==> src/rtl/pbmi_pkg.sv <==
// Shared types and constants for the periodic box minimum-image core.
package pbmi_pkg;

	localparam int BOX_W = 31;
	localparam int CFG_IDX_W = 2;

	typedef enum logic [CFG_IDX_W-1:0] {
		CFG_BOX_X = 2'd0,
		CFG_BOX_Y = 2'd1,
		CFG_BOX_Z = 2'd2
	} cfg_idx_t;

	typedef enum logic {
		FUNC_MIN_IMAGE = 1'b0,
		FUNC_WRAP      = 1'b1
	} func_t;

endpackage

==> src/rtl/pbmi_fix.sv <==
// Turns a magnitude remainder into the floor remainder, then a saturated image or wrap.
module pbmi_fix #(
	parameter int COORD_WIDTH = 32
) (
	input  logic                       clk,
	input  logic                       en1,
	input  logic                       en2,
	input  logic [pbmi_pkg::BOX_W-1:0] box,
	input  pbmi_pkg::func_t            func,
	input  logic                       neg,
	input  logic [COORD_WIDTH:0]       mag,
	input  logic [pbmi_pkg::BOX_W-1:0] rem,
	output logic [COORD_WIDTH-1:0]     res_s2
);
	import pbmi_pkg::*;

	localparam int DW = COORD_WIDTH + 1;
	localparam int RW = (DW > BOX_W + 2) ? DW : BOX_W + 2;

	func_t            func_s1;
	logic             neg_s1;
	logic [DW-1:0]    mag_s1;
	logic [BOX_W-1:0] r_s1;

	logic [BOX_W:0]   r2;
	logic [RW-1:0]    r_ext;
	logic [RW-1:0]    rmb;
	logic [DW-1:0]    dpass;
	logic [RW-1:0]    full;
	logic             sat_ok;

	always_ff @(posedge clk) begin
		if (en1) begin
			func_s1 <= func;
			neg_s1  <= neg;
			mag_s1  <= mag;
			// negative value with a nonzero remainder: fold back from the box
			r_s1    <= (neg && (rem != '0)) ? box - rem : rem;
		end
	end

	assign r2    = {r_s1, 1'b0};
	assign r_ext = RW'(r_s1);
	assign rmb   = r_ext - RW'(box);
	assign dpass = neg_s1 ? (DW'(0) - mag_s1) : mag_s1;

	always_comb begin
		if (box == '0) begin
			full = RW'($signed(dpass));
		end else if (func_s1 == FUNC_WRAP) begin
			full = r_ext;
		end else if (r2 > {1'b0, box}) begin
			full = rmb;
		end else if (r2 < {1'b0, box}) begin
			full = r_ext;
		end else begin
			// exact half: round the multiple away from zero
			full = neg_s1 ? r_ext : rmb;
		end
	end

	assign sat_ok = (full[RW-1:COORD_WIDTH-1] == '0) || (full[RW-1:COORD_WIDTH-1] == '1);

	always_ff @(posedge clk) begin
		if (en2) begin
			if (sat_ok) begin
				res_s2 <= full[COORD_WIDTH-1:0];
			end else if (full[RW-1]) begin
				res_s2 <= {1'b1, {(COORD_WIDTH-1){1'b0}}};
			end else begin
				res_s2 <= {1'b0, {(COORD_WIDTH-1){1'b1}}};
			end
		end
	end

endmodule

==> config.mk <==
export PLATFORM = sky130hd
export DESIGN_NAME = pbmi_fix
export DESIGN_NICKNAME = d
export VERILOG_FILES = /design/src/rtl/pbmi_pkg.sv /design/src/rtl/pbmi_fix.sv
export SDC_FILE = /design/constraint.sdc
export NUM_CORES = 1
export LEC_CHECK = 0
export BUFFER_PORTS_ARGS = -buffer_cell sky130_fd_sc_hd__buf_2
export CAP_MARGIN = 25
export CORE_UTILIZATION = 55
export CTS_CLUSTER_DIAMETER = 100
export CTS_CLUSTER_SIZE = 8
export DETAILED_ROUTE_END_ITERATION = 8
export PLACE_DENSITY = 0.76
export SLEW_MARGIN = 15
export SYNTH_ARGS = -nofsm -noshare
export SYNTH_HDL_FRONTEND = slang
export SYNTH_SLANG_ARGS = --single-unit
==> constraint.sdc <==
create_clock -name clk -period 4.3 [get_ports clk]
set_clock_uncertainty 0.1 [all_clocks]
set_input_delay 0.86 -clock clk [delete_from_list [all_inputs] [get_ports clk]]
set_output_delay 0.86 -clock clk [all_outputs]
set_load 0.02 [all_outputs]
Yosys cells after proc, flatten, opt, wreduce, memory -nomap -nowiden
Index checks and enable logic that the tools add are counted.

Register bits: 98. Input bits: 100. Output and inout bits: 32.

Add/sub/neg operators: 3. Magnitude comparators: 2. Eq/ne operators: 1. Multiplexer cells: 9. Reduce and logical (&&, ||, !) cells: 5.

Operators by type and width (count): 33-bit 2-to-1 mux (6); 32-bit 2-to-1 mux (2); 1-bit by 33-bit subtractor with 33-bit output, first input constant (1); 32-bit by 31-bit greater-than comparator with 1-bit output (1); 32-bit by 31-bit < comparator with 1-bit output (1); 31-bit by 31-bit subtractor with 32-bit output (1); 31-bit logical NOT (1); 31-bit 2-to-1 mux (1); 31-bit nonzero test (1); 31-bit subtractor (1); 2-bit == test, second input constant (1); 2-bit logical NOT (1); 1-bit logical AND (1); 1-bit logical OR (1).

Depth between registers and ports, before layout
Depth in word-level cells: 9. Gate-level depth with buffers: 13. Mapped depth without buffers: 12.

Least setup slack after synthesis
No wires, ideal clock.

Path type: input to register. From: input port box[0] (netlist name). To: register res_s2[30] (data pin). Arrival time: 3395 ps. Required time: 4065 ps. Slack: 670 ps. Cell stages on the path: 11. Path buffers: 0. Cell sequence: ha_1 fa_1 nor2b_1 o31a_1 o41ai_1 o31ai_1 a31oi_1 o21ai_0 a31oi_1 or3_1 nand3_1.

Longest elaborated chain between the ends: 9. Elaborated cells between the ends (all ways): 14.

RTL lines: from (decl) (RTL line pbmi_fix.sv:8) `input logic [pbmi_pkg::BOX_W-1:0] box,`; 31-bit by 31-bit subtractor with 32-bit output (RTL line pbmi_fix.sv:44) `assign rmb = r_ext - RW'(box);`; 33-bit 2-to-1 mux (RTL line pbmi_fix.sv:58) `full = neg_s1 ? r_ext : rmb;`; 33-bit 2-to-1 mux (RTL line pbmi_fix.sv:54) `end else if (r2 < {1'b0, box}) begin`; 33-bit 2-to-1 mux (RTL line pbmi_fix.sv:52) `end else if (r2 > {1'b0, box}) begin`; 33-bit 2-to-1 mux (RTL line pbmi_fix.sv:50) `end else if (func_s1 == FUNC_WRAP) begin`; 33-bit 2-to-1 mux * (RTL line pbmi_fix.sv:48) `if (box == '0) begin`; 2-bit == test or 2-bit logical NOT (tied branches) (RTL line pbmi_fix.sv:62) `assign sat_ok = (full[RW-1:COORD_WIDTH-1] == '0) || (full[RW-1:COORD_WIDTH-1] == '1);`; 1-bit logical OR (RTL line pbmi_fix.sv:62); 32-bit 2-to-1 mux * (RTL line pbmi_fix.sv:66) `if (sat_ok) begin`; to (signal assigned) (RTL line pbmi_fix.sv:67) `res_s2 <= full[COORD_WIDTH-1:0];`; to (signal assigned) (RTL line pbmi_fix.sv:69) `res_s2 <= {1'b1, {(COORD_WIDTH-1){1'b0}}};`; to (signal assigned) (RTL line pbmi_fix.sv:71) `res_s2 <= {1'b0, {(COORD_WIDTH-1){1'b1}}};`; to (decl) (RTL line pbmi_fix.sv:13) `output logic [COORD_WIDTH-1:0] res_s2`.

Every way passes the cells marked *; elsewhere a longest branch is shown, timed or not. A chain may end at the register's enable or synchronous reset.

Final worst setup path
From: input port box[0] (netlist name). To: register r_s1[30] (data pin).

Longest elaborated chain between the ends: 2.

RTL lines: 31-bit subtractor (RTL line pbmi_fix.sv:38) `r_s1 <= (neg && (rem != '0)) ? box - rem : rem;`; 31-bit 2-to-1 mux (RTL line pbmi_fix.sv:38); to (signal assigned) (RTL line pbmi_fix.sv:38); to (decl) (RTL line pbmi_fix.sv:23) `logic [BOX_W-1:0] r_s1;`.

No other way between the ends.

==> results.md <==
- Placed cell count: about 1,300
- Internal Power: 2.14 mW
- Commonest cells in the netlist: sky130_fd_sc_hd__edfxtp_1 (98), sky130_fd_sc_hd__ha_1 (92), sky130_fd_sc_hd__nand2_1 (87)
- Die extent in x: roughly 130 um
- Run status: completed
- Post-synthesis cell type count: between 60 and 70
- Clock transition at the registers of the reported paths: ~0.070 ns
- Time the worst path needs with I/O delays and setup: 3.75 ns
- Final Hold Viols: 0
- Number of antenna violations at the first check in global routing: 0
- Starting density of the core: 0.562
- Synth top area share: 0.331
- Worst Max-Slew Pin Slew: between 0.7 and 0.8 ns
- Clock root buffer master: sky130_fd_sc_hd__clkbuf_16
- Synth Register Bits: between 90 and 100
- Number of clock buffers inserted by TritonCTS: 9
- Synth Flop Type: sky130_fd_sc_hd__edfxtp_1
- Number of optimization iterations in the first detailed-route pass: 5
- Half-perimeter wire length of the detailed placement result: around 19 mm
- # hold bufs at CTS: 0
- Total grt overflow: 0
- Total setup buffers inserted after CTS: 0
- Leakage power: about 4.5 nW
- Vias after detailed routing: 8,037
- Top cells by area in the synthesized netlist: sky130_fd_sc_hd__edfxtp_1 (33%), sky130_fd_sc_hd__ha_1 (13%), sky130_fd_sc_hd__o21ai_0 (4.6%), sky130_fd_sc_hd__xor2_1 (3.9%), sky130_fd_sc_hd__a21oi_1 (3.8%)
- WHS: 0.572 ns
- Maximum clock rate: 266 MHz
- Number of global-route vias before repair: 7,376
- Area delta synth->final: 14.0%
- Sequential area share after synthesis: 0.331
- Combined global-route utilization of all metal layers: 0.289
- Final cell count without fillers: between 1,000 and 1,500
- Type of the most critical hold path: in -> reg
- Period Utilization, post-route: 0.873
- Largest net degree at the start of global routing: 36
- Fraction of synthesis flops using an asynchronous set or reset pin: 0
- Net count after synthesis: 1,200
- Psw: approximately 1.2 mW
- Routed length per instance: ~17 um
- Cell type with the highest aggregate area in the netlist: sky130_fd_sc_hd__edfxtp_1
- Clk sinks: about 100
- Net Sw Frac: 0.358
- Worst-path maximum fanout: 5
- Slew Limit Headroom: 0.471
- Number of ports placed on the die boundary: ~130
- Number of buffers on the longest clock path: 2
- Slowest CP cell: sky130_fd_sc_hd__a221o_1
- Startpoint type of the worst setup path: primary input
- Number of placement rows: 46
- Placement-stage cell area: between 0.009 and 0.01 mm^2
- Total Nets Final: ~1,300
- Average size of a mapped cell: roughly 9 um^2
- Total number of H-tree levels: 3
- Worst path required time: ~4.3 ns
- Number of cells produced by synthesis: 1,006
- Critical Path, Cell by Cell: buf_2 > inv_1 > ha_1 > fa_1 > nor2b_1 > o31ai_1 > a31oi_1 > a221o_1 > a2111oi_0 > nor3_1 > a31oi_1 > mux2i_1 > xnor2_1
- Yosys warning count: 0
- Most frequent cell after synthesis: sky130_fd_sc_hd__edfxtp_1
- DIE HEIGHT: roughly 130 um
- Floorplan die area: roughly 0.017 mm^2
- Relative contribution of combinational cells to total power: 0.386
- Arrival time of the worst setup path: 3.76 ns
- Worst skew pair latency: ~0.36 ns
- Final antenna-violating net count: 0
- Largest stage delay on the critical path: between 0.4 and 0.5 ns
- Type of the setup path with the least slack: in -> reg
- Detail Route met3 WL: between 1 and 1.5 mm
- Total setup violations reported at the end of the flow: 0
- M1 wire length: 11.3 mm
- Final design instance area without fill: slightly above 0.01 mm^2
- Post-CTS resize count: 0
- Post-synthesis instance area: 0.00890 mm^2
- Part of the power in registers: 0.388
- CORE AREA: 0.0158 mm^2
- Setup TNS after final layout: 0 ns
- DR DRC count: 0
- Critical path's most frequent cell: sky130_fd_sc_hd__a31oi_1
- Power density over the cells: 329 mW/mm^2
- Final Slew Violations: 0
- Inserted Diodes: 0
- Weighted congestion at the end of routability-driven global placement: slightly below 1
- Clock share of power: 0.227
- Number of enable flip-flop cells after synthesis: between 90 and 100
- DRC marker count from the first detailed-route iteration: between 500 and 600
- Met2 wire length: 10.4 mm
- Number of vias per cell: just under 6
- Port Buf Inserts: ~130
- Setup slack, reg-to-reg: ~0.67 ns
- Type of element capturing the critical path: flip-flop
- Top layer reached by signal wires: met4
- Drt total wl: around 24 mm
- Share of post-route cells with drive strength above 1: 0.167
- Number of max-capacitance violations reported: 0
- Peak VDD IR: between 0.15 and 0.2 mV
- Unrepaired setup endpoints after global routing: no
- Global-route wire length before repair: 37.5 mm
- TritonCTS clock tree: done
- Number of filler instances in the final layout: 1,367
-- metal layers --
| metal | GRT usage | vias up |
|---|---|---|
| li1 | - | 4023 |
| met1 | 0.416 | 3703 |
| met2 | 0.454 | 288 |
| met3 | 0.0285 | 23 |
| met4 | 0.101 | 0 |
| met5 | 0 | - |
-- cell type report --
| type | count | area (um^2) | share of cell area |
|---|---|---|---|
| clock buffers | 10 | 229 | 0.0226 |
| clock inverters | 6 | 43.8 | 0.00431 |
| inverters | 82 | 308 | 0.0303 |
| multi-input cells | 791 | 5510 | 0.543 |
| flip-flops and latches | 98 | 2940 | 0.290 |
| well taps | 216 | 270 | 0.0266 |
| repair buffers | 155 | 848 | 0.0836 |
-- power by group through the flow --
stage               clock network [mW]  registers [mW]  logic [mW]
floorplan                            0            1.34       0.853
global placement                     0            1.31        1.25
detailed placement                   0            1.31        1.26
CTS                              0.769            1.29        1.27
global route                     0.797            1.30        1.43
finish                           0.757            1.29        1.29
-- path summary, 6_finish.rpt --
kind / startpoint / endpoint / cells after the start
worst max-delay path: box[0] / r_s1[30] / 13
worst max register to register: mag_s1[14] / res_s2[30] / 10
worst min-delay path: func / func_s1 / 1
worst min register to register: r_s1[16] / res_s2[16] / 2
-- critical path: cells and delay by family --
family | cells | cell delay [ns]
AO/OA/AOI/OAI | 5 | 1.73
adder cells (fa/ha/maj) | 2 | 0.40
multiplexers | 1 | 0.24
AND/OR/NAND/NOR | 2 | 0.23
buffers and inverters | 2 | 0.22
XOR/XNOR | 1 | 0.08
-- registers in the layout (all words and copies together), names as in the netlist --
signal and cells:
r_s1 31, res_s2 32, mag_s1 33, neg_s1 1
func_s1 1
-- cell families after synthesis --
logic type / count (synthesis) / share of synthesized area
compound gates: 306 / 0.222
simple gates: 294 / 0.160
buf+inv: 117 / 0.0529
flops: 98 / 0.331
fa+ha+maj: 95 / 0.135
xor+xnor: 70 / 0.0697
mux: 26 / 0.0297
-- cell usage in the layout (no fill, tap or decap), types with 24 or more instances in the layout --
| cell | count |
|---|---|
| sky130_fd_sc_hd__xnor2_1 | 29 |
| sky130_fd_sc_hd__nand2_1 | 87 |
| sky130_fd_sc_hd__a21o_1 | 34 |
| sky130_fd_sc_hd__ha_1 | 92 |
| sky130_fd_sc_hd__xor2_1 | 40 |
| sky130_fd_sc_hd__buf_2 | 131 |
| sky130_fd_sc_hd__edfxtp_1 | 98 |
| sky130_fd_sc_hd__nand3_1 | 24 |
| sky130_fd_sc_hd__o21ai_0 | 81 |
| sky130_fd_sc_hd__a21oi_1 | 68 |
| sky130_fd_sc_hd__inv_1 | 82 |
| sky130_fd_sc_hd__nor2_1 | 69 |
-- per-stage QoR --
stage / utilization / power (mW) / setup WS, ns
6_report: 0.641 / 3.34 / 0.546
5_1_grt: 0.641 / 3.53 / 0.303
4_1_cts: 0.641 / 3.33 / 0.571
3_5_place_dp: 0.624 / 2.57 / 0.197
3_3_place_gp: 0.624 / 2.56 / 0.237
2_1_floorplan: - / 2.20 / 0.670
No activity file was read; power rests on OpenSTA's default activity.
